--- src/rtl/core/tls_pkg.sv ---
// tally link supervisor package: codes, item types and lamp pattern helpers
`default_nettype none
package tls_pkg;

  localparam int unsigned TICKS_PER_PATTERN_BIT = 10;

  localparam int unsigned SRC_W    = 16;
  localparam int unsigned PHASE_W  = 9;
  localparam int unsigned TICK_W   = 32;
  localparam int unsigned CFG_IDX_W = 2;
  localparam int unsigned CFG_DATA_W = 16;
  localparam logic [15:0] TIMEOUT_RESET = 16'd200;

  // phase / TICKS_PER_PATTERN_BIT as a multiply by a rounded-up reciprocal
  localparam int unsigned RECIP_SHIFT = 16;
  localparam int unsigned RECIP =
    ((2 ** RECIP_SHIFT) + TICKS_PER_PATTERN_BIT - 1) / TICKS_PER_PATTERN_BIT;
  localparam int unsigned PROD_W = PHASE_W + RECIP_SHIFT + 1;
  localparam int unsigned IDX_W = PROD_W - RECIP_SHIFT;

  typedef enum logic [2:0] {
    ST_RADIO      = 3'd0,
    ST_HOST       = 3'd1,
    ST_PEER       = 3'd2,
    ST_RUN_MASTER = 3'd3,
    ST_RUN_PEER   = 3'd4,
    ST_ERROR      = 3'd5
  } link_state_t;

  // force codes from this value upwards leave the state alone
  localparam logic [2:0] FORCE_NONE = 3'd6;

  typedef enum logic [2:0] {
    ACT_NONE          = 3'd0,
    ACT_START_RADIO   = 3'd1,
    ACT_CONNECT_HOST  = 3'd2,
    ACT_START_MASTER  = 3'd3,
    ACT_START_PEER    = 3'd4
  } action_t;

  typedef enum logic [1:0] {
    STEP_START = 2'd0,
    STEP_WAIT  = 2'd1,
    STEP_DONE  = 2'd2,
    STEP_IDLE  = 2'd3
  } step_t;

  typedef enum logic [CFG_IDX_W-1:0] {
    REG_CAMERA_ID = 2'd0,
    REG_IS_MASTER = 2'd1,
    REG_TIMEOUT   = 2'd2,
    REG_UNUSED    = 2'd3
  } reg_idx_t;

  typedef struct packed {
    logic [SRC_W-1:0] camera_id;
    logic             is_master;
    logic [15:0]      timeout_ticks;
  } cfg_t;

  typedef struct packed {
    logic [2:0]         force_state;
    logic [PHASE_W-1:0] tick_phase;
    logic               wifi_up;
    logic               host_up;
    logic               peer_message;
    logic [SRC_W-1:0]   preview_source;
    logic [SRC_W-1:0]   program_source;
    logic               transition_in;
  } in_item_t;

  typedef struct packed {
    logic [2:0] link_state;
    logic [2:0] action;
    logic       forward_update;
    logic       tally_valid;
    logic       preview_lamp;
    logic       program_lamp;
    logic       transition_flag;
    logic       status_led;
  } res_t;

  localparam logic [31:0] PAT_RADIO   = 32'h0000_0001;
  localparam logic [31:0] PAT_HOST    = 32'h0000_0005;
  localparam logic [31:0] PAT_PEER    = 32'h0000_0015;
  localparam logic [31:0] PAT_ERROR   = 32'h0000_00FF;
  localparam logic [31:0] PAT_FROZEN  = 32'h00FF_00FF;
  localparam logic [31:0] PAT_PREVIEW = 32'h5555_5555;
  localparam logic [31:0] PAT_PROGRAM = 32'hFFFF_FFFF;

  // blink pattern for the states that are not running
  function automatic logic [31:0] state_pattern(input logic [2:0] st);
    logic [31:0] p;
    begin
      unique case (st)
        ST_RADIO: p = PAT_RADIO;
        ST_HOST:  p = PAT_HOST;
        ST_PEER:  p = PAT_PEER;
        ST_RUN_MASTER, ST_RUN_PEER: p = 32'h0;
        default:  p = PAT_ERROR;
      endcase
      return p;
    end
  endfunction

  // pattern bit index for a blink phase
  function automatic logic [IDX_W-1:0] phase_index(input logic [PHASE_W-1:0] ph);
    logic [PROD_W-1:0] prod;
    begin
      prod = PROD_W'(ph) * PROD_W'(RECIP);
      return prod[PROD_W-1:RECIP_SHIFT];
    end
  endfunction

endpackage
`default_nettype wire

--- src/rtl/core/tls_in_if.sv ---
// tick item channel
`default_nettype none
interface tls_in_if;
  logic        valid;
  logic        ready;
  logic [2:0]  force_state;
  logic [8:0]  tick_phase;
  logic        wifi_up;
  logic        host_up;
  logic        peer_message;
  logic [15:0] preview_source;
  logic [15:0] program_source;
  logic        transition_in;

  modport source (
    output valid, force_state, tick_phase, wifi_up, host_up, peer_message,
           preview_source, program_source, transition_in,
    input  ready
  );
  modport sink (
    input  valid, force_state, tick_phase, wifi_up, host_up, peer_message,
           preview_source, program_source, transition_in,
    output ready
  );
endinterface
`default_nettype wire

--- src/rtl/core/tls_out_if.sv ---
// result item channel
`default_nettype none
interface tls_out_if;
  logic       valid;
  logic       ready;
  logic [2:0] link_state;
  logic [2:0] action;
  logic       forward_update;
  logic       tally_valid;
  logic       preview_lamp;
  logic       program_lamp;
  logic       transition_flag;
  logic       status_led;

  modport source (
    output valid, link_state, action, forward_update, tally_valid, preview_lamp,
           program_lamp, transition_flag, status_led,
    input  ready
  );
  modport sink (
    input  valid, link_state, action, forward_update, tally_valid, preview_lamp,
           program_lamp, transition_flag, status_led,
    output ready
  );
endinterface
`default_nettype wire

--- src/rtl/core/tls_cfg_if.sv ---
// register write channel
`default_nettype none
interface tls_cfg_if;
  logic        valid;
  logic        ready;
  logic [1:0]  index;
  logic [15:0] data;

  modport source (output valid, index, data, input ready);
  modport sink (input valid, index, data, output ready);
endinterface
`default_nettype wire

--- src/rtl/core/tls_cfg.sv ---
// configuration register bank
`default_nettype none
module tls_cfg (
  input  wire logic          clk,
  input  wire logic          rst_n,
  input  wire logic          wr_en,
  input  wire logic [1:0]    wr_index,
  input  wire logic [15:0]   wr_data,
  output tls_pkg::cfg_t      cfg
);
  import tls_pkg::*;

  cfg_t cfg_r;

  always_ff @(posedge clk) begin
    if (!rst_n) begin
      cfg_r.camera_id     <= '0;
      cfg_r.is_master     <= 1'b0;
      cfg_r.timeout_ticks <= TIMEOUT_RESET;
    end else if (wr_en) begin
      unique case (reg_idx_t'(wr_index))
        REG_CAMERA_ID: cfg_r.camera_id     <= wr_data;
        REG_IS_MASTER: cfg_r.is_master     <= wr_data[0];
        REG_TIMEOUT:   cfg_r.timeout_ticks <= wr_data;
        REG_UNUSED:    ;
      endcase
    end
  end

  assign cfg = cfg_r;

endmodule
`default_nettype wire

--- src/rtl/core/tls_step.sv ---
// link state, silence timer and tally latch; forms the result for one tick
`default_nettype none
module tls_step (
  input  wire logic              clk,
  input  wire logic              rst_n,
  input  wire logic              advance,
  input  wire tls_pkg::cfg_t     cfg,
  input  wire tls_pkg::in_item_t item,
  output tls_pkg::res_t          res
);
  import tls_pkg::*;

  logic [2:0]        state_r, state_nxt, state_f;
  step_t             radio_r, radio_nxt, radio_f;
  step_t             host_r, host_nxt, host_f;
  logic [TICK_W-1:0] tick_r, tick_nxt;
  logic [TICK_W-1:0] heard_r, heard_nxt, heard_eff;
  logic              frozen_r, frozen_nxt;
  logic [2:0]        tally_r, tally_nxt, tally_new;
  logic              heard;
  logic              silent;
  logic              running;
  action_t           action;
  logic              forward;
  logic [31:0]       pattern;
  logic [IDX_W-1:0]  idx;

  assign tick_nxt = tick_r + 1'b1;
  assign tally_new = {item.transition_in,
                      item.program_source == cfg.camera_id,
                      item.preview_source == cfg.camera_id};

  always_comb begin
    if (item.force_state < FORCE_NONE) begin
      state_f = item.force_state;
    end else begin
      state_f = state_r;
    end
    radio_f = (item.force_state == ST_RADIO) ? STEP_START : radio_r;
    host_f  = (item.force_state == ST_HOST)  ? STEP_START : host_r;

    // news that refreshes the last-heard stamp this tick
    heard = ((state_f == ST_RUN_MASTER) && item.host_up) ||
            ((state_f == ST_RUN_PEER) && item.peer_message);
    heard_eff = heard ? tick_nxt : heard_r;
    silent = (tick_nxt - heard_eff) > TICK_W'(cfg.timeout_ticks);

    state_nxt  = state_f;
    radio_nxt  = radio_f;
    host_nxt   = host_f;
    heard_nxt  = heard_r;
    frozen_nxt = frozen_r;
    tally_nxt  = tally_r;
    action     = ACT_NONE;
    forward    = 1'b0;

    unique case (state_f)
      ST_RADIO: begin
        unique case (radio_f)
          STEP_START: begin
            action    = ACT_START_RADIO;
            radio_nxt = STEP_WAIT;
          end
          STEP_WAIT: begin
            if (item.wifi_up) begin
              radio_nxt = STEP_DONE;
            end
          end
          STEP_DONE: begin
            radio_nxt = STEP_START;
            if (cfg.is_master) begin
              state_nxt = ST_HOST;
              action    = ACT_START_MASTER;
            end else begin
              state_nxt = ST_PEER;
              action    = ACT_START_PEER;
            end
          end
          STEP_IDLE: radio_nxt = STEP_START;
        endcase
      end
      ST_HOST: begin
        unique case (host_f)
          STEP_START: begin
            action   = ACT_CONNECT_HOST;
            host_nxt = STEP_WAIT;
          end
          STEP_WAIT: begin
            if (item.host_up) begin
              host_nxt = STEP_DONE;
            end
          end
          STEP_DONE: begin
            host_nxt  = STEP_START;
            state_nxt = ST_RUN_MASTER;
          end
          STEP_IDLE: host_nxt = STEP_START;
        endcase
      end
      ST_PEER: state_nxt = ST_RUN_PEER;
      ST_RUN_MASTER: begin
        heard_nxt = heard_eff;
        if (item.host_up) begin
          frozen_nxt = 1'b0;
        end
        if (silent) begin
          // lost the host: back to connecting
          frozen_nxt = 1'b1;
          state_nxt  = ST_HOST;
          host_nxt   = STEP_START;
        end else if (!(frozen_r && !item.host_up)) begin
          tally_nxt = tally_new;
          forward   = 1'b1;
        end
      end
      ST_RUN_PEER: begin
        heard_nxt = heard_eff;
        if (item.peer_message) begin
          tally_nxt  = tally_new;
          frozen_nxt = 1'b0;
        end
        if (silent) begin
          frozen_nxt = 1'b1;
        end
      end
      default: ;
    endcase

    running = (state_nxt == ST_RUN_MASTER) || (state_nxt == ST_RUN_PEER);

    if (!running) begin
      pattern = state_pattern(state_nxt);
    end else if (frozen_nxt) begin
      pattern = PAT_FROZEN;
    end else if (tally_nxt[1]) begin
      pattern = PAT_PROGRAM;
    end else if (tally_nxt[0]) begin
      pattern = PAT_PREVIEW;
    end else begin
      pattern = 32'h0;
    end
  end

  assign idx = phase_index(item.tick_phase);

  always_comb begin
    res.link_state      = state_nxt;
    res.action          = action;
    res.forward_update  = forward;
    res.tally_valid     = running && !frozen_nxt;
    res.preview_lamp    = tally_nxt[0];
    res.program_lamp    = tally_nxt[1];
    res.transition_flag = tally_nxt[2];
    res.status_led      = (idx < IDX_W'(32)) ? pattern[idx[4:0]] : 1'b0;
  end

  always_ff @(posedge clk) begin
    if (!rst_n) begin
      state_r  <= ST_RADIO;
      radio_r  <= STEP_START;
      host_r   <= STEP_START;
      tick_r   <= '0;
      heard_r  <= '0;
      frozen_r <= 1'b0;
      tally_r  <= '0;
    end else if (advance) begin
      state_r  <= state_nxt;
      radio_r  <= radio_nxt;
      host_r   <= host_nxt;
      tick_r   <= tick_nxt;
      heard_r  <= heard_nxt;
      frozen_r <= frozen_nxt;
      tally_r  <= tally_nxt;
    end
  end

endmodule
`default_nettype wire

--- src/rtl/core/tally_link_supervisor_unit.sv ---
// Tally link supervisor: link sequencing, silence watch, tally lamps and status LED.
//
// One input item is one 10 ms tick. in_ch carries the forced state, blink
// phase, link flags and the preview/program sources; out_ch returns one result
// item per tick: link state, action code, forward flag, tally valid, the three
// latched tally bits and the status LED bit. cfg_ch writes camera_id (index 0),
// is_master (index 1) and timeout_ticks (index 2); it is always ready and must
// only be used while no tick is in flight.
// An accepted item sits in the input register while the step
// logic updates the link state and forms the result, which lands in the output
// register and drives out_ch.valid. One item per cycle is sustained while out_ch
// is not stalled; the path from input register to result register is the
// single update of the state registers.
// While out_ch is stalled the result holds and one further item waits in the
// input register; in_ch.ready drops only when both are full.
// Synchronous reset puts the link in radio connect with cleared counters,
// timers and tally bits, and the registers at camera 0, slave, 200 ticks.
`default_nettype none
module tally_link_supervisor_unit (
  input  wire logic clk,
  input  wire logic rst_n,
  tls_in_if.sink    in_ch,
  tls_out_if.source out_ch,
  tls_cfg_if.sink   cfg_ch
);
  import tls_pkg::*;

  cfg_t     cfg;
  in_item_t item_r;
  logic     item_vld_r;
  res_t     res;
  res_t     res_r;
  logic     res_vld_r;
  logic     advance;
  logic     in_take;

  assign cfg_ch.ready = 1'b1;

  tls_cfg u_cfg (
    .clk      (clk),
    .rst_n    (rst_n),
    .wr_en    (cfg_ch.valid),
    .wr_index (cfg_ch.index),
    .wr_data  (cfg_ch.data),
    .cfg      (cfg)
  );

  // input register moves on when the result register is free or being taken
  assign advance     = item_vld_r && (!res_vld_r || out_ch.ready);
  assign in_ch.ready = !item_vld_r || advance;
  assign in_take     = in_ch.valid && in_ch.ready;

  tls_step u_step (
    .clk     (clk),
    .rst_n   (rst_n),
    .advance (advance),
    .cfg     (cfg),
    .item    (item_r),
    .res     (res)
  );

  always_ff @(posedge clk) begin
    if (!rst_n) begin
      item_vld_r <= 1'b0;
      res_vld_r  <= 1'b0;
    end else begin
      if (in_take) begin
        item_vld_r <= 1'b1;
      end else if (advance) begin
        item_vld_r <= 1'b0;
      end
      if (advance) begin
        res_vld_r <= 1'b1;
      end else if (out_ch.ready) begin
        res_vld_r <= 1'b0;
      end
    end
  end

  always_ff @(posedge clk) begin
    if (in_take) begin
      item_r.force_state    <= in_ch.force_state;
      item_r.tick_phase     <= in_ch.tick_phase;
      item_r.wifi_up        <= in_ch.wifi_up;
      item_r.host_up        <= in_ch.host_up;
      item_r.peer_message   <= in_ch.peer_message;
      item_r.preview_source <= in_ch.preview_source;
      item_r.program_source <= in_ch.program_source;
      item_r.transition_in  <= in_ch.transition_in;
    end
    if (advance) begin
      res_r <= res;
    end
  end

  assign out_ch.valid           = res_vld_r;
  assign out_ch.link_state      = res_r.link_state;
  assign out_ch.action          = res_r.action;
  assign out_ch.forward_update  = res_r.forward_update;
  assign out_ch.tally_valid     = res_r.tally_valid;
  assign out_ch.preview_lamp    = res_r.preview_lamp;
  assign out_ch.program_lamp    = res_r.program_lamp;
  assign out_ch.transition_flag = res_r.transition_flag;
  assign out_ch.status_led      = res_r.status_led;

endmodule
`default_nettype wire

--- src/flat_wrapper.sv ---
// flat-port wrapper written by rule: the top's interface ports become plain ports
module tally_link_supervisor_unit_flat import tls_pkg::*;
  (clk, rst_n, in_ch_valid, in_ch_force_state, in_ch_tick_phase, in_ch_wifi_up, in_ch_host_up, in_ch_peer_message, in_ch_preview_source, in_ch_program_source, in_ch_transition_in, in_ch_ready, out_ch_valid, out_ch_link_state, out_ch_action, out_ch_forward_update, out_ch_tally_valid, out_ch_preview_lamp, out_ch_program_lamp, out_ch_transition_flag, out_ch_status_led, out_ch_ready, cfg_ch_valid, cfg_ch_index, cfg_ch_data, cfg_ch_ready);
  tls_in_if in_ch_i ();
  tls_out_if out_ch_i ();
  tls_cfg_if cfg_ch_i ();
  input  wire logic clk;
  input  wire logic rst_n;
  input wire logic [$bits(in_ch_i.valid)-1:0] in_ch_valid;
  input wire logic [$bits(in_ch_i.force_state)-1:0] in_ch_force_state;
  input wire logic [$bits(in_ch_i.tick_phase)-1:0] in_ch_tick_phase;
  input wire logic [$bits(in_ch_i.wifi_up)-1:0] in_ch_wifi_up;
  input wire logic [$bits(in_ch_i.host_up)-1:0] in_ch_host_up;
  input wire logic [$bits(in_ch_i.peer_message)-1:0] in_ch_peer_message;
  input wire logic [$bits(in_ch_i.preview_source)-1:0] in_ch_preview_source;
  input wire logic [$bits(in_ch_i.program_source)-1:0] in_ch_program_source;
  input wire logic [$bits(in_ch_i.transition_in)-1:0] in_ch_transition_in;
  output wire logic [$bits(in_ch_i.ready)-1:0] in_ch_ready;
  output wire logic [$bits(out_ch_i.valid)-1:0] out_ch_valid;
  output wire logic [$bits(out_ch_i.link_state)-1:0] out_ch_link_state;
  output wire logic [$bits(out_ch_i.action)-1:0] out_ch_action;
  output wire logic [$bits(out_ch_i.forward_update)-1:0] out_ch_forward_update;
  output wire logic [$bits(out_ch_i.tally_valid)-1:0] out_ch_tally_valid;
  output wire logic [$bits(out_ch_i.preview_lamp)-1:0] out_ch_preview_lamp;
  output wire logic [$bits(out_ch_i.program_lamp)-1:0] out_ch_program_lamp;
  output wire logic [$bits(out_ch_i.transition_flag)-1:0] out_ch_transition_flag;
  output wire logic [$bits(out_ch_i.status_led)-1:0] out_ch_status_led;
  input wire logic [$bits(out_ch_i.ready)-1:0] out_ch_ready;
  input wire logic [$bits(cfg_ch_i.valid)-1:0] cfg_ch_valid;
  input wire logic [$bits(cfg_ch_i.index)-1:0] cfg_ch_index;
  input wire logic [$bits(cfg_ch_i.data)-1:0] cfg_ch_data;
  output wire logic [$bits(cfg_ch_i.ready)-1:0] cfg_ch_ready;
  assign in_ch_i.valid = in_ch_valid;
  assign in_ch_i.force_state = in_ch_force_state;
  assign in_ch_i.tick_phase = in_ch_tick_phase;
  assign in_ch_i.wifi_up = in_ch_wifi_up;
  assign in_ch_i.host_up = in_ch_host_up;
  assign in_ch_i.peer_message = in_ch_peer_message;
  assign in_ch_i.preview_source = in_ch_preview_source;
  assign in_ch_i.program_source = in_ch_program_source;
  assign in_ch_i.transition_in = in_ch_transition_in;
  assign in_ch_ready = in_ch_i.ready;
  assign out_ch_valid = out_ch_i.valid;
  assign out_ch_link_state = out_ch_i.link_state;
  assign out_ch_action = out_ch_i.action;
  assign out_ch_forward_update = out_ch_i.forward_update;
  assign out_ch_tally_valid = out_ch_i.tally_valid;
  assign out_ch_preview_lamp = out_ch_i.preview_lamp;
  assign out_ch_program_lamp = out_ch_i.program_lamp;
  assign out_ch_transition_flag = out_ch_i.transition_flag;
  assign out_ch_status_led = out_ch_i.status_led;
  assign out_ch_i.ready = out_ch_ready;
  assign cfg_ch_i.valid = cfg_ch_valid;
  assign cfg_ch_i.index = cfg_ch_index;
  assign cfg_ch_i.data = cfg_ch_data;
  assign cfg_ch_ready = cfg_ch_i.ready;
  tally_link_supervisor_unit u_core (.clk(clk), .rst_n(rst_n), .in_ch(in_ch_i), .out_ch(out_ch_i), .cfg_ch(cfg_ch_i));
endmodule
--- config.mk ---
export PLATFORM = sky130hd
export DESIGN_NAME = tally_link_supervisor_unit_flat
export DESIGN_NICKNAME = d
export VERILOG_FILES = /design/src/rtl/core/tls_pkg.sv /design/src/rtl/core/tls_in_if.sv /design/src/rtl/core/tls_out_if.sv /design/src/rtl/core/tls_cfg_if.sv /design/src/rtl/core/tls_cfg.sv /design/src/rtl/core/tls_step.sv /design/src/rtl/core/tally_link_supervisor_unit.sv /design/src/flat_wrapper.sv
export SDC_FILE = /design/constraint.sdc
export NUM_CORES = 1
export LEC_CHECK = 0
export BUFFER_PORTS_ARGS = -buffer_cell sky130_fd_sc_hd__clkbuf_2
export CORE_UTILIZATION = 56
export CTS_CLUSTER_DIAMETER = 120
export DETAILED_ROUTE_END_ITERATION = 7
export PLACE_DENSITY = 0.78
export SLEW_MARGIN = 20
export SYNTH_ARGS = -nofsm -noshare
export SYNTH_HDL_FRONTEND = slang
export SYNTH_HIERARCHICAL = 1
export SYNTH_SLANG_ARGS = --single-unit
--- constraint.sdc ---
create_clock -name clk -period 7.5 [get_ports clk]
set_clock_uncertainty 0.05 [all_clocks]
set_input_delay 0.375 -clock clk [delete_from_list [all_inputs] [get_ports clk]]
set_output_delay 0.375 -clock clk [all_outputs]
set_load 0.05 [all_outputs]
# [Yosys cells after proc, flatten, opt, wreduce, memory -nomap -nowiden]
# Cells that the tools add are included.
[classes] addsub=2 n_mul=1 magnitude_cmp=4 eq_ne=19 muxes=41 n_bitwise=1 n_reduce_logical=31
[ops] operator="$mux W32" n=4
[ops] operator="$add A32 B1 Y32 const B" n=1
[ops] operator="$eq A16 B16 Y1" n=2
[ops] operator="$gt A32 B16 Y1" n=1
[ops] operator="$pmux W8 S4" n=1
[ops] operator="$sub A32 B32 Y32" n=1
[ops] operator="$mux W31" n=1
[ops] operator="$mux W3" n=8
[ops] operator="$mul A9 B12 Y21 const B" n=1
[ops] operator="$pmux W3 S2" n=3
[ops] operator="$mux W2" n=8
[ops] operator="$eq A3 B2 Y1 const B" n=4
[ops] operator="$pmux W2 S3" n=2
[ops] operator="$pmux W3 S4" n=1
[ops] operator="$eq A2 B2 Y1 const B" n=5
[ops] operator="$mux W1" n=10
[ops] operator="$reduce_or A2 Y1" n=5
[ops] operator="$eq A3 B1 Y1 const B" n=3
[ops] operator="$logic_not A3 Y1" n=3
[ops] operator="$reduce_and A2 Y1" n=4
[ops] operator="$eq A2 B1 Y1 const B" n=3
[ops] operator="$eq A3 B3 Y1 const B" n=2
[ops] operator="$logic_and A1 B1 Y1" n=6
[ops] operator="$logic_not A2 Y1" n=3
[ops] operator="10 further kinds" n=17
[totals] ff_bits=170 in_bits=71 out_inout_bits=15 word_cells=127

# [Depth between registers and ports, before layout]
# Gate-level depths: netlist (run 1).
[logic_depth] word_depth=16 depth_mapped=34 depth_no_buf=31

# [By module]
# Netlist (run 1), hierarchy kept.
[modules_own_cells] mod="tls_step" instances=1 cells_each=1091 area_each_um2=8803.4 seq_area_each_um2=1501.4
[modules_own_cells] mod="tally_link_supervisor_unit" instances=1 cells_each=71 area_each_um2=1916.8 seq_area_each_um2=1841.8
[modules_own_cells] mod="tls_cfg" instances=1 cells_each=131 area_each_um2=1296.2 seq_area_each_um2=660.6

# [Least setup slack after synthesis (run 1)]
# No wires, ideal clock.
[synth_timing] path_kind="flip-flop to flip-flop" startpoint="reg u_core/item_r[46] (netlist bit)" endpoint="reg u_core.res_r, in the netlist u_core/out_ch.preview_lamp, data pin" setup_time_ns=0.260 t_arrival_ns=6.704 required_ns=7.190 setup_slack_ns=0.486 path_stages_with_launch=31 n_path_buf=4 synth_period_minus_slack_ns=7.014 cell_sequence="edfxtp_1 -> buf_2 -> or2_1 -> a21bo_2 -> o21ai_2 -> buf_4 -> buf_1 -> buf_1 -> mux2i_1 -> ha_1 -> a21o_1 -> a21oi_1 -> o21a_1 -> o21ai_1 -> a211o_2 -> o31ai_1 -> nand2_1 -> xor2_1 -> ha_1 -> a21o_1 -> a21o_1 -> a21oi_1 -> o21ai_0 -> o22ai_1 -> o2111ai_1 -> nor3b_1 -> nand4_1 -> nor4_2 -> nand4b_2 -> a21oi_2 -> mux2_2"
[synth_rtl] item="start, declared" line_no="tally_link_supervisor_unit.sv:29" source="in_item_t item_r;"
[synth_rtl] item="end signal, assigned" line_no="tally_link_supervisor_unit.sv:92" source="res_r <= res;"
[synth_rtl] item="end, declared" line_no="tally_link_supervisor_unit.sv:32" source="res_t res_r;"

==> results of run 1 <==
sequential cells by signal (all words and copies together), names as in the netlist:
| register | cells |
|---|---|
| u_core/u_step/tally_r | 3 |
| u_core/out_ch.forward_update | 1 |
| u_core/out_ch.preview_lamp | 1 |
| u_core/out_ch.link_state | 3 |
| u_core/u_step/heard_r | 32 |
| u_core/out_ch.transition_flag | 1 |
| u_core/out_ch.program_lamp | 1 |
| u_core/item_vld_r | 1 |
| u_core/item_r | 48 |
| u_core/u_step/state_r | 3 |
| u_core/u_step/host_r | 2 |
| u_core/u_step/radio_r | 2 |
| u_core/out_ch.tally_valid | 1 |
| u_core/u_step/frozen_r | 1 |
| u_core/u_cfg/cfg | 33 |
| u_core/out_ch.valid | 1 |
| u_core/out_ch.status_led | 1 |
| u_core/u_step/tick_r | 32 |
| u_core/out_ch.action | 3 |
per-stage QoR:
step | area (um^2) | cells | util [%] | hold WS, ns
4_1_cts | 13250 | 1637 | 63.03 | 0.03230
5_1_grt | 13290 | 1640 | 63.23 | 0.02090
3_5_place_dp | 12600 | 1605 | 59.96 | 0.4038
6_report | 13290 | 1640 | 63.23 | 0.04345
2_1_floorplan | 12020 | 1293 | - | 0.3847
3_3_place_gp | 12600 | 1605 | 59.96 | 0.3981
worst max-delay path: stages, from the launching register on:
cell and delay, ns:
edfxtp_1 0.55, or2_1 0.30, a21bo_2 0.25, o21ai_4 0.07, buf_12 0.15, mux2i_1 0.27
inv_1 0.10, fa_1 0.44, nor2b_1 0.15, o31a_1 0.20, o21ai_0 0.26, a2111o_1 0.47
a31oi_2 0.26, o21bai_2 0.13, nand2_1 0.18, xnor2_1 0.16, ha_1 0.27, a21o_1 0.16
a21oi_1 0.12, o21ai_0 0.09, o22ai_1 0.26, o2111ai_1 0.15, nor3b_1 0.22, nand4_1 0.14
nor4_2 0.30, nand4b_2 0.25, a21oi_2 0.38, mux2_2 0.38
worst max-delay path by stage:
| stage | to | slack (ns) | cells past startpoint |
|---|---|---|---|
| after global placement | u_core/out_ch.transition_flag | 0.65 | 26 |
| after CTS | u_core/out_ch.transition_flag | 0.47 | 26 |
| after detailed placement | u_core/out_ch.preview_lamp | 0.52 | 26 |
| after floorplan | u_core/out_ch.preview_lamp | 0.49 | 30 |
| after global routing | u_core/out_ch.transition_flag | 0.08 | 27 |
| final | u_core/out_ch.preview_lamp | 0.54 | 27 |
cell usage after synthesis, types with 16 or more instances:
library cell	instances
a21o_1	27
a21oi_1	50
and2_1	52
clkbuf_1	32
dfxtp_1	110
edfxtp_1	60
fa_1	22
ha_1	90
inv_1	67
mux2i_1	65
nand2_1	153
nand3_1	28
nand4_1	20
nor2_1	55
nor2b_1	27
nor3_1	16
o21ai_0	63
or3_1	16
xnor2_1	74
xor2_1	41
area by class of cell:
type | count | area [um^2]
fill | 1735 | 7729
multi-input combinational | 1001 | 7531
sequential | 170 | 4004
timing repair buffer | 95 | 518.0
clock buffer | 17 | 425.4
tap | 275 | 344.1
inverter | 67 | 251.5
clock inverter | 15 | 219.0
repair_timing:
item	4_1_cts	5_1_grt
gates resized for setup	0	2
endpoints found under the hold margin	0	0
setup endpoints to repair	0	6
buffers inserted	0	3
power breakdown:
part	leakage, uW	switching [uW]	internal (uW)
clock	0.000309	473	471
combinational	0.00407	325	249
sequential	0.00147	23.3	986
per-layer routing:
metal	track usage, %	vias up	wire (um)
met5	0	-	0
met4	8.557	0	473
met3	4.294	34	1040
met2	43.86	224	13270
met1	32.35	4504	12250
li1	-	4710	-
cell usage in the layout (no fill, tap or decap), types with 7 or more instances in the layout:
| cell type | n |
|---|---|
| a21boi_0 | 15 |
| a21o_1 | 27 |
| a21oi_1 | 49 |
| and2_1 | 52 |
| and3_1 | 14 |
| buf_4 | 11 |
| clkbuf_16 | 17 |
| clkbuf_2 | 83 |
| dfxtp_1 | 110 |
| edfxtp_1 | 60 |
| fa_1 | 22 |
| ha_1 | 90 |
| inv_1 | 67 |
| mux2i_1 | 65 |
| nand2_1 | 153 |
| nand3_1 | 28 |
| nand4_1 | 20 |
| nor2_1 | 55 |
| nor2b_1 | 26 |
| nor3_1 | 16 |
| nor4_1 | 9 |
| o211ai_1 | 7 |
| o21a_1 | 15 |
| o21ai_0 | 63 |
| or3_1 | 16 |
| xnor2_1 | 74 |
| xor2_1 | 41 |
kinds of logic (layout without fill, tap and decap cells):
group	count (synthesis)	count (layout)	synth area share, %
simple gates	443	443	19.77
compound gates	257	257	14.79
flops	170	170	33.32
buf+inv	122	194	4.300
xor+xnor	117	117	8.757
fa+ha+maj	113	113	13.12
mux	70	70	5.914
other cells	1	1	0.03121
==> flow_metrics.env, run 1 <==
export IMPL_syn_nets=1476
export IMPL_grt_antenna_before_repair=0
export IMPL_r2r_cells=27
export IMPL_grt_pass1_wl_um=44570
export IMPL_place_congestion=1.010
export IMPL_cp_arrival_ns=7.10
export IMPL_synth_edf_count=60
export IMPL_synthCells=1293
export IMPL_final_setup_viol_count=0
export IMPL_clockBufferDepth=2
export IMPL_end_kind="flip-flop"
export IMPL_ys_flop_type="dfxtp_1"
export IMPL_synth_seq_area_share_pct=33.32
export IMPL_overflow=0
export IMPL_async_flop_share_pct=0
export IMPL_grt_max_degree=86
export IMPL_hold_path_class="in -> reg"
export IMPL_relSlewSlack_pct=38.55
export IMPL_fmaxAchievable_ghz=0.1437
export IMPL_yosys_area_top_type="dfxtp_1"
export IMPL_clkLatencyLatePin_ns=0.45
export IMPL_diodes=0
export IMPL_drive_above_1_share_pct=12.75
export IMPL_wirelength_um=27030
export IMPL_grt_pass1_vias=9208
export IMPL_worstMarginPinSlew_ns=0.9183
export IMPL_crit_type="reg -> reg"
export IMPL_start_util_pct=57.16
export IMPL_clock_sinks=170
export IMPL_status="finished, final reports clean"
export IMPL_power_uw=2528
export IMPL_die_h_um=148.5
export IMPL_dp_hpwl_um=20270
export IMPL_area_growth_pct=10.62
export IMPL_synth_area_um2=12020
export IMPL_postCtsHoldBufs=0
export IMPL_worst_path_max_fanout=11
export IMPL_rsz0062_at_grt="no"
export IMPL_cts_made_buffers=17
export IMPL_pre_cts_ws_ns=0.5170
export IMPL_min_to="u_core/item_r[17]"
export IMPL_drc_errors=0
export IMPL_cap_viol_max_count=0
export IMPL_die_area_um2=22050
export IMPL_clk_pin_slew_worst_paths_ns=0.09
export IMPL_crit_required_ns=7.64
export IMPL_hold_violations=0
export IMPL_cts_root_buf="clkbuf_16"
export IMPL_avgSynthCellArea_um2=9.294
export IMPL_portBuffers=84
export IMPL_finalCritPeriodShare_pct=92.76
export IMPL_hold_path_startpoint="in_ch_preview_source[0]"
export IMPL_drt_iter0_drc=540
export IMPL_r2r_slack_ns=0.54
export IMPL_grt_usage_pct=25.52
export IMPL_reg2reg_from="u_core/item_r[46]"
export IMPL_drtAntennaViolNets=0
export IMPL_yosys_top_cells_area="dfxtp_1 18%, edfxtp_1 15%, ha_1 9.4%"
export IMPL_vias_per_cell=5.776
export IMPL_yosysTopAreaCellShare_pct=18.33
export IMPL_r2r_end="u_core/out_ch.preview_lamp"
export IMPL_vias=9472
export IMPL_synth_cell_types=96
export IMPL_drv_slew=0
export IMPL_rows=53
export IMPL_dr_pass1_iters=5
export IMPL_final_nets=1535
export IMPL_peakVddDrop_v=0.0001579
export IMPL_io_pins=86
export IMPL_total_leakage_power_uw=0.005853
export IMPL_power_density_nw_per_um2=190.1
export IMPL_wl_per_cell_um=16.48
export IMPL_cp_startpoint="u_core/item_r[46]"
export IMPL_yosys_warnings=6
export IMPL_layout_min_cycle_time_ns=6.957
export IMPL_htreeDepth=4
export IMPL_worst_slack_ns=0.5432
export IMPL_holdPathStages=1
export IMPL_ys_ff_latch=170
export IMPL_fin_tns_setup_ns=0
export IMPL_cts_tree="yes"
export IMPL_die_x_um=148.5
export IMPL_core_area_um2=21020
export IMPL_startpoint_type="flip-flop"
Note: power is estimated with default switching activity, not from simulation.
==> inputs of run 2 (changes only) <==
--- a/config.mk
+++ b/config.mk
@@ -9,7 +9,7 @@
 export CORE_UTILIZATION = 56
 export CTS_CLUSTER_DIAMETER = 120
 export DETAILED_ROUTE_END_ITERATION = 7
-export PLACE_DENSITY = 0.78
+export PLACE_DENSITY = 0.79
 export SLEW_MARGIN = 20
 export SYNTH_ARGS = -nofsm -noshare
 export SYNTH_HDL_FRONTEND = slang
==> run 2 against run 1 <==
  * Register-to-register slack improved by 0.03 ns
  * Non-clock buffer count increased by 1
  * First-iteration DRC count grew 24%
  * Sequential share of layout area about the same
  * Setup slack improved by 0.031 ns
  * Clock power rose by 2%
  * Final area increased by 0.13%
  * Critical path type unchanged
  * Highest routed layer unchanged
==> flow_metrics.env, run 2 (same netlist as run 1, synthesis figures left out) <==
export IMPL_final_setup_viol_count=0
export IMPL_mostFrequentLayoutCell="nand2_1"
export IMPL_slowest_stage="edfxtp_1"
export IMPL_vias=9494
export IMPL_grt_antenna_before_repair=0
export IMPL_final_cell_mix="153 x nand2_1, 110 x dfxtp_1, 90 x ha_1"
export IMPL_largest_reg_flops=48
export IMPL_switching_share_pct=32.70
export IMPL_diodes=0
export IMPL_drt_iter0_drc=672
export IMPL_crit_type="reg -> reg"
export IMPL_reg2reg_from="u_core/item_r[47]"
export IMPL_grt_pass1_wl_um=45090
export IMPL_die_x_um=148.5
export IMPL_top_register="u_core/item_r"
export IMPL_crit_path_max_incr_delay_ns=0.55
export IMPL_finalInstanceArea_um2=13310
export IMPL_drtAntennaViolNets=0
export IMPL_final_cells=1641
export IMPL_internal_power_uw=1715
export IMPL_layout_min_cycle_time_ns=6.926
export IMPL_crit_required_ns=7.64
export IMPL_final_nets=1536
export IMPL_cp_arrival_ns=7.07
export IMPL_power_frac_comb_pct=22.7
export IMPL_vias_per_cell=5.785
export IMPL_finalCritPeriodShare_pct=92.35
export IMPL_die_h_um=148.5
export IMPL_clk_pin_slew_worst_paths_ns=0.09
export IMPL_hold_path_class="in -> reg"
export IMPL_area_growth_pct=10.77
export IMPL_worst_path_max_fanout=12
export IMPL_cp_startpoint="u_core/item_r[47]"
export IMPL_hold_violations=0
export IMPL_hold_path_startpoint="in_ch_preview_source[7]"
export IMPL_end_kind="flip-flop"
export IMPL_power_density_nw_per_um2=191.5
export IMPL_drv_slew=0
export IMPL_fmaxAchievable_ghz=0.1444
export IMPL_status="finished, final reports clean"
export IMPL_dp_hpwl_um=20320
export IMPL_portBuffers=84
export IMPL_drive_above_1_share_pct=12.66
export IMPL_rsz0062_at_grt="no"
export IMPL_core_area_um2=21020
export IMPL_worstMarginPinSlew_ns=0.8784
export IMPL_start_util_pct=57.16
export IMPL_cts_tree="yes"
export IMPL_drc_errors=0
export IMPL_dpl_instance_area_um2=12610
export IMPL_postCtsHoldBufs=0
export IMPL_die_area_um2=22050
export IMPL_htreeDepth=4
export IMPL_total_leakage_power_uw=0.005864
export IMPL_clkLatencyLatePin_ns=0.45
export IMPL_wirelength_um=27070
export IMPL_relSlewSlack_pct=40.82
export IMPL_dr_pass1_iters=5
export IMPL_cap_viol_max_count=0
export IMPL_wl_per_cell_um=16.49
export IMPL_cts_root_buf="clkbuf_16"
export IMPL_rows=53
export IMPL_io_pins=86
export IMPL_grt_usage_pct=25.75
export IMPL_power_switching_uw=833.4
export IMPL_clock_sinks=170
export IMPL_grt_max_degree=123
export IMPL_power_frac_seq_pct=39.6
export IMPL_placedCellCount=1606
export IMPL_clock_power_share_pct=37.7
export IMPL_grt_pass1_vias=9238
export IMPL_cts_made_buffers=17
export IMPL_overflow=0
export IMPL_fin_tns_setup_ns=0
export IMPL_peakVddDrop_v=0.0001395
export IMPL_num_fill_cells=1715
export IMPL_startpoint_type="flip-flop"
export IMPL_place_congestion=0.9946
export IMPL_clockBufferDepth=2
-- run 2: cell types whose count changed in the layout (fill, tap and decap cells not counted) --
| cell | delta |
|---|---|
| clkinv_8 | -1 |
| o31ai_1 | +1 |
| inv_6 | -1 |
| o21ai_1 | +1 |
| o31ai_2 | -1 |
| buf_6 | +1 |
| o21ai_2 | -1 |
| inv_16 | +2 |
-- run 2: worst max-delay path: cells and delay by family (launching register included) --
kind | cells | cell delay [ns]
adders and majority gates | 3 | 0.92
and+or+nand+nor | 8 | 1.57
DFF | 1 | 0.55
muxes | 1 | 0.37
xor gates and xnor gates | 1 | 0.14
AOI/OAI and AO/OA | 14 | 2.91
buffers and inverters | 1 | 0.15
-- run 2: final timing paths --
kind | endpoint | slack [ns] | cells past startpoint
setup / recovery | u_core/out_ch.preview_lamp | 0.57 | 28
hold / removal | u_core/item_r[24] | 0.04 | 1
hold reg to reg | u_core/u_cfg/cfg[1] | 0.41 | 2
setup reg to reg | u_core/out_ch.preview_lamp | 0.57 | 28
-- run 2: cell type report --
| cell class | count | area [um^2] | area share [%] |
|---|---|---|---|
| clock inverters | 15 | 234.0 | 1.758 |
| multi-input cells | 1001 | 7522 | 56.51 |
| clock buffers | 17 | 425.4 | 3.196 |
| inverters | 67 | 251.5 | 1.889 |
| repair buffers | 96 | 529.3 | 3.976 |
| well taps | 275 | 344.1 | 2.585 |
| flip-flops and latches | 170 | 4004 | 30.08 |
-- run 2: per-stage QoR --
stage               hold slack [ns]  util [%]  power, uW  setup slack, ns
floorplan                    0.3847         -       1463           0.4863
global placement             0.3967     60.00       1579           0.8328
detailed placement           0.4049     60.00       1604           0.6038
CTS                         0.03213     63.13       2564           0.5709
global route                0.02099     63.32       2685          0.02910
finish                      0.04419     63.32       2548           0.5740
-- run 2: what timing repair did --
action / in CTS / in global routing
endpoints found under the setup margin: 0 / 5
setup buffers: 0 / 3
endpoints found under the hold margin: 0 / 0
gates resized for setup: 0 / 0
-- run 2: layer usage --
layer	part of all wire, %	track usage (%)	wire [um]	up-vias
met1	45	33.51	12060	4509
met4	2.0	9.072	550	0
met3	4.5	3.344	1205	41
met2	49	43.79	13250	250
met5	0	0	0	-
li1	-	-	-	4694
-- run 2: power groups by stage --
stage / clock network (uW) / logic (uW) / registers [uW]
final: 961 / 577 / 1010
after CTS: 976 / 578 / 1010
after global routing: 1010 / 656 / 1010
after floorplan: 0 / 424 / 1040
after global placement: 0 / 549 / 1030
after detailed placement: 0 / 572 / 1030
